[config.mk]
export PLATFORM = sky130hd
export DESIGN_NAME = top_n_by_size_selector_top
export DESIGN_NICKNAME = d
export VERILOG_FILES = /design/src/rtl/tnss_pkg.sv /design/src/rtl/tnss_ram.sv /design/src/rtl/tnss_dp.sv /design/src/rtl/tnss_ctrl.sv /design/src/rtl/top_n_by_size_selector_top.sv
export SDC_FILE = /design/constraint.sdc
export NUM_CORES = 2
export LEC_CHECK = 0
export BUFFER_PORTS_ARGS = -buffer_cell sky130_fd_sc_hd__buf_2
export CAP_MARGIN = 20
export CELL_PAD_IN_SITES_DETAIL_PLACEMENT = 1
export CELL_PAD_IN_SITES_GLOBAL_PLACEMENT = 1
export CORE_MARGIN = 1.5
export CORE_UTILIZATION = 55
export CTS_CLUSTER_SIZE = 40
export DETAILED_ROUTE_END_ITERATION = 10
export HOLD_SLACK_MARGIN = 0.03
export PLACE_DENSITY_LB_ADDON = 0.1
export SLEW_MARGIN = 20
export SYNTH_ARGS = -nofsm -noshare
export SYNTH_HDL_FRONTEND = slang
export SYNTH_SLANG_ARGS = --single-unit
export TNS_END_PERCENT = 1
[constraint.sdc]
create_clock -name clk -period 18.6 [get_ports clk]
set_input_delay 3.72 -clock clk [delete_from_list [all_inputs] [get_ports clk]]
set_output_delay 3.72 -clock clk [all_outputs]
set_load 0.03 [all_outputs]
[src/rtl/tnss_pkg.sv]
// Package for the top-N-by-size selector: record and beat types,
// controller command and status groups. No dependencies.
package tnss_pkg;

    localparam int DefHeapDepth = 16;
    localparam int LimitWidth   = 5;
    localparam logic [LimitWidth-1:0] LimitReset = 5'd10;

    localparam logic OpOffer  = 1'b0;
    localparam logic OpFinish = 1'b1;

    typedef struct packed {
        logic [63:0] key;
        logic [31:0] count;
        logic [63:0] total;
    } rec_t;

    typedef struct packed {
        logic        op;
        logic [63:0] entry_key;
        logic [31:0] entry_count;
        logic [63:0] entry_total_size;
    } entry_t;

    typedef struct packed {
        logic [63:0] out_key;
        logic [31:0] out_count;
        logic [63:0] out_total_size;
        logic        out_last;
    } result_t;

    // Commands from the controller to the datapath
    typedef struct packed {
        logic take;           // latch offered record
        logic up_init;        // hole at end of heap, grow fill
        logic rd_parent;
        logic wr_parent_move; // move parent down into hole
        logic wr_rec_pos;     // drop held record into hole
        logic rd_root;
        logic dn_init;        // hole at root over full heap
        logic rd_children;
        logic wr_child_move;  // move smaller child up into hole
        logic sort_init;
        logic rd_swap;
        logic swap;           // root to end, last becomes held record
        logic em_init;
        logic rd_emit;
        logic emit;
        logic clear_fill;
    } cmd_t;

    // Status from the datapath to the controller
    typedef struct packed {
        logic op_finish;
        logic cap_zero;
        logic fill_zero;
        logic fill_lt_cap;
        logic pos_zero;
        logic up_move;
        logic root_beat;
        logic dn_end;
        logic dn_stay;
        logic sort_end;
        logic emit_last;
    } stat_t;

endpackage

[src/rtl/tnss_ram.sv]
// Generic simple RAM: one write port, two read ports, registered reads.
// No package dependency.
module tnss_ram #(
    parameter int WIDTH = 8,
    parameter int DEPTH = 16,
    parameter int AW    = (DEPTH > 1) ? $clog2(DEPTH) : 1
) (
    input  logic                 clk,
    input  logic                 we,
    input  logic [AW-1:0]        waddr,
    input  logic [WIDTH-1:0]     wdata,
    input  logic [AW-1:0]        raddr_a,
    output logic [WIDTH-1:0]     rdata_a,
    input  logic [AW-1:0]        raddr_b,
    output logic [WIDTH-1:0]     rdata_b
);
    logic [WIDTH-1:0] mem [DEPTH];

    // Write and registered read
    always_ff @(posedge clk)
    begin
        if (we)
        begin
            mem[waddr] <= wdata;
        end
        rdata_a <= mem[raddr_a];
        rdata_b <= mem[raddr_b];
    end

endmodule

[src/rtl/tnss_dp.sv]
// Selector datapath: heap RAM, held record, hole position, counters, compares.
// Depends on tnss_pkg and tnss_ram.
module tnss_dp #(
    parameter int HEAP_DEPTH = tnss_pkg::DefHeapDepth
) (
    input  logic                              clk,
    input  logic                              rst_n,
    input  tnss_pkg::entry_t                  entry,
    input  logic                              cfg_we,
    input  logic [tnss_pkg::LimitWidth-1:0]   cfg_data,
    input  tnss_pkg::cmd_t                    cmd,
    output tnss_pkg::stat_t                   stat,
    output tnss_pkg::result_t                 result
);
    localparam int AW = (HEAP_DEPTH > 1) ? $clog2(HEAP_DEPTH) : 1;
    localparam int FW = $clog2(HEAP_DEPTH + 1);
    localparam int CW = (FW > tnss_pkg::LimitWidth) ? FW : tnss_pkg::LimitWidth;

    logic [tnss_pkg::LimitWidth-1:0] limit_reg;
    logic [FW-1:0] fill_reg, fill_next;
    logic [FW-1:0] pos_reg, pos_next;
    logic [FW-1:0] len_reg, len_next;
    logic [FW-1:0] cnt_reg, cnt_next;  // sort length, then emit index
    tnss_pkg::rec_t rec_reg, rec_next;

    logic [CW-1:0] limit_ext, cap;
    logic [FW-1:0] parent, cnt_m1;
    logic [FW:0]   lc, rc, cnt_p1;
    logic          sel_l, sel_r;
    logic [63:0]   min_total;

    logic           we;
    logic [AW-1:0]  waddr, raddr_a, raddr_b;
    tnss_pkg::rec_t wdata, rdata_a, rdata_b;

    tnss_ram #(.WIDTH($bits(tnss_pkg::rec_t)), .DEPTH(HEAP_DEPTH)) u_ram (
        .clk     (clk),
        .we      (we),
        .waddr   (waddr),
        .wdata   (wdata),
        .raddr_a (raddr_a),
        .rdata_a (rdata_a),
        .raddr_b (raddr_b),
        .rdata_b (rdata_b)
    );

    // Capacity saturates at the heap depth
    assign limit_ext = CW'(limit_reg);
    assign cap       = (limit_ext > CW'(HEAP_DEPTH)) ? CW'(HEAP_DEPTH) : limit_ext;

    // Heap neighbors of the hole
    assign parent = FW'((pos_reg - 1'b1) >> 1);
    assign lc     = {pos_reg, 1'b1};
    assign rc     = (FW + 1)'({pos_reg, 1'b0}) + (FW + 1)'(2);
    assign cnt_m1 = cnt_reg - 1'b1;
    assign cnt_p1 = (FW + 1)'(cnt_reg) + 1'b1;

    // Pick the smaller child, left on ties, swap only on strict less-than
    assign sel_l     = (lc < (FW + 1)'(len_reg)) && (rdata_a.total < rec_reg.total);
    assign min_total = sel_l ? rdata_a.total : rec_reg.total;
    assign sel_r     = (rc < (FW + 1)'(len_reg)) && (rdata_b.total < min_total);

    // Status to the controller
    always_comb
    begin
        stat.op_finish   = (entry.op == tnss_pkg::OpFinish);
        stat.cap_zero    = (cap == '0);
        stat.fill_zero   = (fill_reg == '0);
        stat.fill_lt_cap = (CW'(fill_reg) < cap);
        stat.pos_zero    = (pos_reg == '0);
        stat.up_move     = (rdata_a.total > rec_reg.total);
        stat.root_beat   = (rec_reg.total > rdata_a.total);
        stat.dn_end      = (lc >= (FW + 1)'(len_reg));
        stat.dn_stay     = !sel_l && !sel_r;
        stat.sort_end    = (cnt_reg <= FW'(1));
        stat.emit_last   = (cnt_p1 == (FW + 1)'(fill_reg));
    end

    // RAM ports
    always_comb
    begin
        we      = 1'b0;
        waddr   = pos_reg[AW-1:0];
        wdata   = rec_reg;
        raddr_a = '0;
        raddr_b = cnt_m1[AW-1:0];
        if (cmd.rd_parent)
        begin
            raddr_a = parent[AW-1:0];
        end
        else if (cmd.rd_children)
        begin
            raddr_a = lc[AW-1:0];
            raddr_b = rc[AW-1:0];
        end
        else if (cmd.rd_emit)
        begin
            raddr_a = cnt_reg[AW-1:0];
        end
        else if (cmd.rd_root)
        begin
            raddr_a = '0;
        end
        else if (cmd.rd_swap)
        begin
            raddr_a = '0;
            raddr_b = cnt_m1[AW-1:0];
        end
        if (cmd.wr_rec_pos)
        begin
            we = 1'b1;
        end
        else if (cmd.wr_parent_move)
        begin
            we    = 1'b1;
            wdata = rdata_a;
        end
        else if (cmd.wr_child_move)
        begin
            we    = 1'b1;
            wdata = sel_r ? rdata_b : rdata_a;
        end
        else if (cmd.swap)
        begin
            we    = 1'b1;
            waddr = cnt_m1[AW-1:0];
            wdata = rdata_a;
        end
    end

    // Next values of the held record, hole and counters
    always_comb
    begin
        rec_next  = rec_reg;
        pos_next  = pos_reg;
        len_next  = len_reg;
        cnt_next  = cnt_reg;
        fill_next = fill_reg;
        if (cmd.take)
        begin
            rec_next.key   = entry.entry_key;
            rec_next.count = entry.entry_count;
            rec_next.total = entry.entry_total_size;
        end
        if (cmd.up_init)
        begin
            pos_next  = fill_reg;
            fill_next = fill_reg + 1'b1;
        end
        if (cmd.wr_parent_move)
        begin
            pos_next = parent;
        end
        if (cmd.dn_init)
        begin
            pos_next = '0;
            len_next = fill_reg;
        end
        if (cmd.wr_child_move)
        begin
            pos_next = sel_r ? rc[FW-1:0] : lc[FW-1:0];
        end
        if (cmd.sort_init)
        begin
            cnt_next = fill_reg;
        end
        if (cmd.swap)
        begin
            rec_next = rdata_b;
            pos_next = '0;
            len_next = cnt_m1;
            cnt_next = cnt_m1;
        end
        if (cmd.em_init)
        begin
            cnt_next = '0;
        end
        if (cmd.emit)
        begin
            cnt_next = cnt_p1[FW-1:0];
        end
        if (cmd.clear_fill)
        begin
            fill_next = '0;
        end
    end

    // Control registers
    always_ff @(posedge clk or negedge rst_n)
    begin
        if (!rst_n)
        begin
            limit_reg <= tnss_pkg::LimitReset;
            fill_reg  <= '0;
        end
        else
        begin
            if (cfg_we)
            begin
                limit_reg <= cfg_data;
            end
            fill_reg <= fill_next;
        end
    end

    // Payload registers
    always_ff @(posedge clk)
    begin
        rec_reg <= rec_next;
        pos_reg <= pos_next;
        len_reg <= len_next;
        cnt_reg <= cnt_next;
    end

    // Emitted beat comes straight from the RAM read register
    assign result.out_key        = rdata_a.key;
    assign result.out_count      = rdata_a.count;
    assign result.out_total_size = rdata_a.total;
    assign result.out_last       = stat.emit_last;

endmodule

[src/rtl/tnss_ctrl.sv]
// Selector controller: sequences sift-up, replace-root sift-down, heapsort, emit.
// Depends on tnss_pkg.
module tnss_ctrl (
    input  logic            clk,
    input  logic            rst_n,
    input  logic            start,
    input  tnss_pkg::stat_t stat,
    output tnss_pkg::cmd_t  cmd,
    output logic            busy,
    output logic            strobe
);
    localparam logic [3:0] S_IDLE     = 4'd0;
    localparam logic [3:0] S_UP_RD    = 4'd1;
    localparam logic [3:0] S_UP_CMP   = 4'd2;
    localparam logic [3:0] S_ROOT_CMP = 4'd3;
    localparam logic [3:0] S_DN_RD    = 4'd4;
    localparam logic [3:0] S_DN_CMP   = 4'd5;
    localparam logic [3:0] S_SORT_RD  = 4'd6;
    localparam logic [3:0] S_SORT_SWP = 4'd7;
    localparam logic [3:0] S_EM_RD    = 4'd8;
    localparam logic [3:0] S_EM_OUT   = 4'd9;

    logic [3:0] state_reg, state_next;
    logic       sorting_reg, sorting_next;
    logic [3:0] dn_done;

    assign busy    = (state_reg != S_IDLE);
    assign strobe  = (state_reg == S_EM_OUT);
    assign dn_done = sorting_reg ? S_SORT_RD : S_IDLE;

    // Next state and commands
    always_comb
    begin
        cmd          = '0;
        state_next   = state_reg;
        sorting_next = sorting_reg;
        unique case (state_reg)
            S_IDLE:
            begin
                if (start)
                begin
                    if (stat.op_finish)
                    begin
                        if (stat.cap_zero || stat.fill_zero)
                        begin
                            cmd.clear_fill = 1'b1;
                        end
                        else
                        begin
                            cmd.sort_init = 1'b1;
                            sorting_next  = 1'b1;
                            state_next    = S_SORT_RD;
                        end
                    end
                    else if (!stat.cap_zero)
                    begin
                        if (stat.fill_lt_cap)
                        begin
                            cmd.take    = 1'b1;
                            cmd.up_init = 1'b1;
                            state_next  = S_UP_RD;
                        end
                        else if (!stat.fill_zero)
                        begin
                            cmd.take    = 1'b1;
                            cmd.rd_root = 1'b1;
                            state_next  = S_ROOT_CMP;
                        end
                    end
                end
            end
            S_UP_RD:
            begin
                if (stat.pos_zero)
                begin
                    cmd.wr_rec_pos = 1'b1;
                    state_next     = S_IDLE;
                end
                else
                begin
                    cmd.rd_parent = 1'b1;
                    state_next    = S_UP_CMP;
                end
            end
            S_UP_CMP:
            begin
                if (stat.up_move)
                begin
                    cmd.wr_parent_move = 1'b1;
                    state_next         = S_UP_RD;
                end
                else
                begin
                    cmd.wr_rec_pos = 1'b1;
                    state_next     = S_IDLE;
                end
            end
            S_ROOT_CMP:
            begin
                if (stat.root_beat)
                begin
                    cmd.dn_init = 1'b1;
                    state_next  = S_DN_RD;
                end
                else
                begin
                    state_next = S_IDLE;
                end
            end
            S_DN_RD:
            begin
                if (stat.dn_end)
                begin
                    cmd.wr_rec_pos = 1'b1;
                    state_next     = dn_done;
                end
                else
                begin
                    cmd.rd_children = 1'b1;
                    state_next      = S_DN_CMP;
                end
            end
            S_DN_CMP:
            begin
                if (stat.dn_stay)
                begin
                    cmd.wr_rec_pos = 1'b1;
                    state_next     = dn_done;
                end
                else
                begin
                    cmd.wr_child_move = 1'b1;
                    state_next        = S_DN_RD;
                end
            end
            S_SORT_RD:
            begin
                if (stat.sort_end)
                begin
                    cmd.em_init  = 1'b1;
                    sorting_next = 1'b0;
                    state_next   = S_EM_RD;
                end
                else
                begin
                    cmd.rd_swap = 1'b1;
                    state_next  = S_SORT_SWP;
                end
            end
            S_SORT_SWP:
            begin
                cmd.swap   = 1'b1;
                state_next = S_DN_RD;
            end
            S_EM_RD:
            begin
                cmd.rd_emit = 1'b1;
                state_next  = S_EM_OUT;
            end
            S_EM_OUT:
            begin
                cmd.emit = 1'b1;
                if (stat.emit_last)
                begin
                    cmd.clear_fill = 1'b1;
                    state_next     = S_IDLE;
                end
                else
                begin
                    state_next = S_EM_RD;
                end
            end
            default:
            begin
                state_next = S_IDLE;
            end
        endcase
    end

    // State registers
    always_ff @(posedge clk or negedge rst_n)
    begin
        if (!rst_n)
        begin
            state_reg   <= S_IDLE;
            sorting_reg <= 1'b0;
        end
        else
        begin
            state_reg   <= state_next;
            sorting_reg <= sorting_next;
        end
    end

endmodule

[src/rtl/top_n_by_size_selector_top.sv]
// Top level of the top-N-by-size selector: controller plus heap datapath.
// Depends on tnss_pkg, tnss_ctrl, tnss_dp (and tnss_ram below it).
//
//  channel   handshake                 payload
//  entry     start, busy               entry  (tnss_pkg::entry_t)
//  result    result_strobe             result (tnss_pkg::result_t)
//  config    cfg_valid, cfg_ready      cfg_data (top_limit)
//
// An entry is taken when start is high and busy low. An offer then holds busy
// while it walks the heap (not at all under a zero limit): each heap level takes
// a RAM read state and a compare/write state on the single shared heap RAM. A
// finish sorts in place, then emits beats in turn, reading each from the RAM
// before showing it; a finish with nothing kept does not raise busy.
// Reset empties the heap and sets top_limit to 10. Result beats last one cycle
// and cannot be stalled; config writes are always ready.
module top_n_by_size_selector_top #(
    parameter int HEAP_DEPTH = tnss_pkg::DefHeapDepth
) (
    input  logic                            clk,
    input  logic                            rst_n,
    input  logic                            start,
    output logic                            busy,
    input  tnss_pkg::entry_t                entry,
    output logic                            result_strobe,
    output tnss_pkg::result_t               result,
    input  logic                            cfg_valid,
    output logic                            cfg_ready,
    input  logic [tnss_pkg::LimitWidth-1:0] cfg_data
);
    tnss_pkg::cmd_t  cmd;
    tnss_pkg::stat_t stat;

    assign cfg_ready = 1'b1;

    tnss_ctrl u_ctrl (
        .clk    (clk),
        .rst_n  (rst_n),
        .start  (start),
        .stat   (stat),
        .cmd    (cmd),
        .busy   (busy),
        .strobe (result_strobe)
    );

    tnss_dp #(.HEAP_DEPTH(HEAP_DEPTH)) u_dp (
        .clk      (clk),
        .rst_n    (rst_n),
        .entry    (entry),
        .cfg_we   (cfg_valid & cfg_ready),
        .cfg_data (cfg_data),
        .cmd      (cmd),
        .stat     (stat),
        .result   (result)
    );

endmodule
# Word level (Yosys, flattened, before mapping)
# Memories as Yosys holds them, arrays and structs flattened. A register that Yosys moved wholly into a read port is not among the register bits.
# Index checks and enable logic that the tools add are counted.
dict set report totals {
  regBits 190
  elab_cells 155
  mem_bits_rw 2560
  n_memories 1
}
# name words width rd rd_clocked_by_memory_dff write_ports line_no
set memory_table {}
lappend memory_table {u_dp.u_ram.mem 16 160 2 2 1 tnss_ram.sv:17} ;# logic [WIDTH-1:0] mem [DEPTH];
dict set report op_classes {
  addsub 5
  n_eq_ne 17
  n_reduce_logical 19
  n_mux 93
  n_lt_le_gt_ge 10
}
# op n
set op_table {}
lappend op_table {{$mux 160} 7}
lappend op_table {{$gt 64x64->1} 2}
lappend op_table {{$lt 64x64->1} 2}
lappend op_table {{$mux 4} 19}
lappend op_table {{$mux 5} 14}
lappend op_table {{$mux 64} 1}
lappend op_table {{$mux 1} 41}
lappend op_table {{$pmux 4 s10} 1}
lappend op_table {{$eq 4x3->1 const B} 4}
lappend op_table {{$logic_not 5->1} 3}
lappend op_table {{$lt 6x5->1} 2}
lappend op_table {{$reduce_bool 4->1} 3}
lappend op_table {{$mux 2} 5}
lappend op_table {{$sub 5x1->5 const B} 2}
lappend op_table {{$eq 4x2->1 const B} 2}
lappend op_table {{$eq 4x4->1 const B} 2}
lappend op_table {{$ne 2x2->1 const B} 4}
lappend op_table {{$reduce_bool 2->1} 4}
lappend op_table {{$add 5x1->6 const B} 1}
lappend op_table {{$add 6x2->6 const B} 1}
lappend op_table {{$eq 6x5->1} 1}
lappend op_table {{$ge 6x5->1} 1}
lappend op_table {{$mux 3} 2}
lappend op_table {{$ne 3x3->1 const B} 2}
lappend op_table {{14 further kinds} 18}

# Longest topological paths before layout
dict set report depth {
  depth_word 14
  mapped_depth 26
  depth_no_buf 20
}

# Cells and area by module
# From an unflattened synthesis, not the netlist that was laid out.
dict set report unflattened {
  cells_unflattened 7517
  area_unflattened_um2 137843.5
}
# mod seq_area_each_um2 n_inst area_each_um2 cells_per_inst
set by_module_without_submodules {}
lappend by_module_without_submodules {tnss_ram 83279.9 1 120963.5 5825}
lappend by_module_without_submodules {tnss_dp 5457.7 1 16349.4 1618}
lappend by_module_without_submodules {tnss_ctrl 125.1 1 519.2 72}
lappend by_module_without_submodules {top_n_by_size_selector_top 0.0 1 11.3 2}

# Worst setup path before layout
# No wires, ideal clock.
dict set report synth_timing {
  path_type {reg-to-reg}
  startpoint {register u_dp.pos_reg[0]}
  endpoint {memory u_dp.u_ram.mem[8][0] (netlist name), enable pin}
  t_required_ns 17.917
  arrival_time_ns 8.944
  synth_period_minus_slack_ns 9.627
  stages_incl_launch_ff 12
  setup_slack_ns 8.973
  path_cell_list {dfxtp_1 > clkbuf_1 > inv_1 > ha_1 > or3b_2 > nor2_1 > o21ai_0 > a211oi_1 > o21ai_0 > a21boi_0 > nand2_1 > nor2_1}
}
dict set report synth_via {
  elab_chain_cells 14
  word_cells_on_any_way 27
}
# item line_no
set synth_rtl {}
lappend synth_rtl {{from (decl)} tnss_dp.sv:21} ;# logic [FW-1:0] pos_reg, pos_next;
lappend synth_rtl {{from (signal assigned)} tnss_dp.sv:210} ;# pos_reg <= pos_next;
lappend synth_rtl {{$lt 6x5->1} tnss_dp.sv:59} ;# assign sel_l = (lc < (FW + 1)'(len_reg)) && (rdata_a.total < rec_reg.total);
lappend synth_rtl {{$logic_and 1x1->1} tnss_dp.sv:59}
lappend synth_rtl {{$mux 64} tnss_dp.sv:60} ;# assign min_total = sel_l ? rdata_a.total : rec_reg.total;
lappend synth_rtl {{$lt 64x64->1} tnss_dp.sv:61} ;# assign sel_r = (rc < (FW + 1)'(len_reg)) && (rdata_b.total < min_total);
lappend synth_rtl {{$logic_and 1x1->1} tnss_dp.sv:61}
lappend synth_rtl {{$logic_not 1->1} tnss_dp.sv:74} ;# stat.dn_stay = !sel_l && !sel_r;
lappend synth_rtl {{$logic_and 1x1->1} tnss_dp.sv:74}
lappend synth_rtl {{$mux 1} tnss_ctrl.sv:125} ;# if (stat.dn_stay)
lappend synth_rtl {{$mux 1} tnss_ctrl.sv:37} ;# unique case (state_reg)
lappend synth_rtl {{$mux 1} tnss_dp.sv:118} ;# else if (cmd.wr_child_move)
lappend synth_rtl {{$mux 1} tnss_dp.sv:113} ;# else if (cmd.wr_parent_move)
lappend synth_rtl {{$mux 1} tnss_dp.sv:109} ;# if (cmd.wr_rec_pos)
lappend synth_rtl {{$mux 1} tnss_ram.sv:22} ;# if (we)
lappend synth_rtl {{$mux 1 (implied by the code)} tnss_ram.sv:24} ;# mem[waddr] <= wdata;
lappend synth_rtl {{to (decl)} tnss_ram.sv:17}
# Parallel ways exist; a longest one is shown, timed or not.

# Worst setup path in the final report
dict set report layout_timing {
  startpoint {register u_dp.rec_reg[43] (netlist name)}
  endpoint {memory u_dp.u_ram.mem[4][39] (netlist name) (data pin)}
}
dict set report layout_via {
  elab_chain_cells 12
  word_cells_on_any_way 20
}
# item line_no
set layout_rtl {}
lappend layout_rtl {{from (decl)} tnss_dp.sv:24} ;# tnss_pkg::rec_t rec_reg, rec_next;
lappend layout_rtl {{from (signal assigned)} tnss_dp.sv:209} ;# rec_reg <= rec_next;
lappend layout_rtl {{$lt 64x64->1} tnss_dp.sv:59}
lappend layout_rtl {{$logic_and 1x1->1} tnss_dp.sv:59}
lappend layout_rtl {{$mux 64} tnss_dp.sv:60}
lappend layout_rtl {{$lt 64x64->1} tnss_dp.sv:61}
lappend layout_rtl {{$logic_and 1x1->1} tnss_dp.sv:61}
lappend layout_rtl {{$logic_not 1->1} tnss_dp.sv:74}
lappend layout_rtl {{$logic_and 1x1->1} tnss_dp.sv:74}
lappend layout_rtl {{$mux 1} tnss_ctrl.sv:125}
lappend layout_rtl {{$mux 1} tnss_ctrl.sv:37}
lappend layout_rtl {{$mux 160} tnss_dp.sv:118}
lappend layout_rtl {{$mux 160} tnss_dp.sv:113}
lappend layout_rtl {{$mux 160 (*)} tnss_dp.sv:109}
lappend layout_rtl {{named net u_dp.u_ram.wdata[39]} tnss_ram.sv:11} ;# input logic [WIDTH-1:0] wdata,
# Mark *: on every way through the listed nets, which the timed path passes. The rest lies on a longest branch.

==> results.ini <==
[run_status]
outcome = finished, final reports clean

[global_route]
first_global_vias = 103787
gr-total-overflow = 0
grt_pass1_wl_um = 683200
antenna_found_initial = 26
grt_use_total_pct = 35.10
grt_max_degree = 218

[place]
gp_congestion = 0.8774
portBuffers = 332
dp_hpwl_um = 251800

[clock_tree]
cts-hold-fix-buffers = 0
cts_buffer_depth = 4
clock-sinks = 3070
clock-root-buffer = clkbuf_16
cts_buffers = 339
htreeDepth = 5
cts_setup_buffers = 0
cts-resized-gates = 0
clkTransAtPathRegs_ns = 0.06
clock_latency_ns = 0.99
cts_tree = done

[timing]
tightest_slew_ns = 1.186
report.final.slew_viol_count = 0
slew_headroom_pct = 20.18
fmax_mhz = 96.95
setup_violations = 0
fin_crit_sh_pct = 55.45
hold_viol = 0
rsz0062_at_grt = no
period_needed_ns = 10.31
setup_tns_ns = 0
clock_skew_ns = 0.07574

[critical_path]
slowest_delay_ns = 0.98
end_kind = register
cp_slowest_cell = buf_4
rrSetupSlack_ns = 8.29
worstReg2RegEnd = u_dp.u_ram.mem[4][39]
required_ns = 19.24
cp-start-kind = register
rr_worst_depth = 22
cp_max_fo = 52
cp.arrival_ns = 10.95
r2r_start = u_dp.rec_reg[43]
worstSetupStartpoint = u_dp.rec_reg[43]
path_class = reg -> reg
cp_cell_sequence = inv_1 -> ha_1 -> and4_1 -> a2111oi_0 -> nor3_1 -> o311ai_1 -> nor4b_4 -> nand2_4 -> mux2i_1 -> ha_1 -> nand2_1 -> or3_1 -> nor3_1 -> nand3_1 -> or4_1 -> a21oi_1 -> o21a_1 -> nor2_1 -> a21oi_4 -> buf_4 -> buf_4 -> o21a_1

[layout]
syn_to_final_growth_pct = 10.66
largest_register_ffs = 2560
n_fill_cell = 24116
regMostFlops = u_dp.u_ram.mem
ff_latch_area_um2 = 88860
drive_above_1_share_pct = 15.87
layout.nets = 10764
multi_input_area_um2 = 50340

[power]
powerDensity_nw_per_um2 = 205.0
peakVddDrop_mv = 0.2349
power.total_mw = 32.44
leakage_nw = 53.08

[drt]
vias_per_cell = 7.035
drt-pass1-iter-count = 6
vias = 99325
drt_wl_total_um = 469300
drtAntennaViolNets = 0
wl_per_cell_um = 33.24
drc_errors = 0
drt_iter0_drc = 11763

[worst_hold_path]
holdPathStages = 2
hold_class = reg -> reg
hold_end = u_dp.rec_reg[89]
hp-start = u_dp.u_ram.rdata_b[89]

[synthesis]
synth_edf_count = 2730
ys_warn_count = 0
synthesis.nets = 10804
synth-seq-cells = 3070
synth_area_leaders = edfxtp_1, mux4_2, a211oi_1
post-synth-top-count-cell = edfxtp_1
yosysSeqAreaShare_pct = 62.14
synthDistinctLibCells = 76
yosysTopAreaCell = edfxtp_1
synth_area_um2 = 143000
synth-async-reset-ratio_pct = 0.4886
avgSynthCellArea_um2 = 13.64
syn_inst = 10488
synth_top_flop_cell = edfxtp_1
synth_top_cells_by_count = edfxtp_1, nand2_1, a211oi_1
synth_top_area_share_pct = 57.32

[floorplan]
core_um2 = 259000
start_util_pct = 55.21
io_pins = 334
die_y_um = 512.9
fp.dieW_um = 512.9
rows = 187
die-area_um2 = 263100

[job]
drv_cap = 0

-- where the power goes --
part / switching (mW) / total (mW) / internal, mW
sequential: 0.763 / 10.9 / 10.1
combinational: 9.92 / 14.8 / 4.92
clock: 2.75 / 6.74 / 3.99
total: 13.4 / 32.4 / 19.0
-- metrics by stage --
| step | utilization, % | hold WS (ns) | setup WS (ns) | cells | instance area (um2) |
|---|---|---|---|---|---|
| floorplan | - | 0.4640 | 8.973 | 10488 | 143000 |
| global placement | 56.80 | 0.4994 | 8.693 | 13506 | 147100 |
| detailed placement | 56.84 | 0.5035 | 8.463 | 13509 | 147200 |
| CTS | 61.09 | 0.5186 | 8.327 | 14114 | 158200 |
| global route | 61.09 | 0.5538 | 8.075 | 14117 | 158200 |
| finish | 61.10 | 0.5131 | 8.286 | 14119 | 158200 |
-- worst max path at each step --
stage | to | depth (start not counted)
final | u_dp.u_ram.mem[4][39] | 22
after detailed placement | u_dp.u_ram.mem[3][37] | 23
after floorplan | u_dp.u_ram.mem[8][0] | 11
after global placement | u_dp.u_ram.mem[4][62] | 23
after CTS | u_dp.u_ram.mem[1][37] | 23
after global routing | u_dp.u_ram.mem[4][39] | 23
-- layer usage --
metal	share of wire (%)	track usage, %	wire [um]	vias to the layer above
li1	-	-	-	41077
met1	39	46.58	182300	51853
met2	48	57.25	225100	5280
met3	9.7	7.368	45660	1085
met4	3.4	12.82	15990	30
met5	0.040	0	187	-
-- worst max-delay path, delay by kind of cell, from the launching register on --
kind,cells,cell delay [ns]
fa+ha+maj,2,0.55
buf+inv,3,2.00
mux,1,0.22
compound gates,6,3.32
simple gates,10,3.28
flops,1,0.41
-- cell families after synthesis --
family,after synthesis,share of synthesized area [%]
compound gates,2581,12.88
mux,872,11.71
buf+inv,986,2.843
simple gates,2812,9.030
other cells,1,0.002622
flops,3070,62.14
fa+ha+maj,146,1.277
xor+xnor,20,0.1225
-- final cells by class --
cell class / instances / area share [%]
diodes: 5 / 0.007907
clock buffers: 446 / 5.885
clock inverters: 159 / 1.075
inverters: 91 / 0.2159
multi-input cells: 6432 / 31.81
flip-flops and latches: 3070 / 56.15
well taps: 3402 / 2.690
repair buffers: 514 / 2.162
-- cell usage in the layout, fill, tap and decap left out, types with 39 or more instances in the layout --
| cell | Yosys | final |
|---|---|---|
| nand2_1 | 1810 | 1808 |
| o32a_1 | 160 | 160 |
| ha_1 | 146 | 146 |
| o21a_1 | 169 | 169 |
| a311oi_1 | 320 | 320 |
| edfxtp_1 | 2730 | 2730 |
| clkbuf_1 | 679 | 71 |
| nor2b_1 | 168 | 168 |
| buf_4 | 39 | 151 |
| and2_1 | 642 | 642 |
| clkinv_2 | 0 | 68 |
| mux2i_1 | 228 | 226 |
| dfxtp_1 | 325 | 325 |
| mux4_2 | 640 | 640 |
| a21oi_1 | 527 | 526 |
| inv_1 | 91 | 91 |
| o21ai_0 | 39 | 39 |
| a31oi_1 | 328 | 327 |
| buf_2 | 109 | 332 |
| clkbuf_16 | 0 | 345 |
| nor2_1 | 60 | 42 |
| a211oi_1 | 967 | 967 |
No activity file was read; power rests on OpenSTA's default activity.
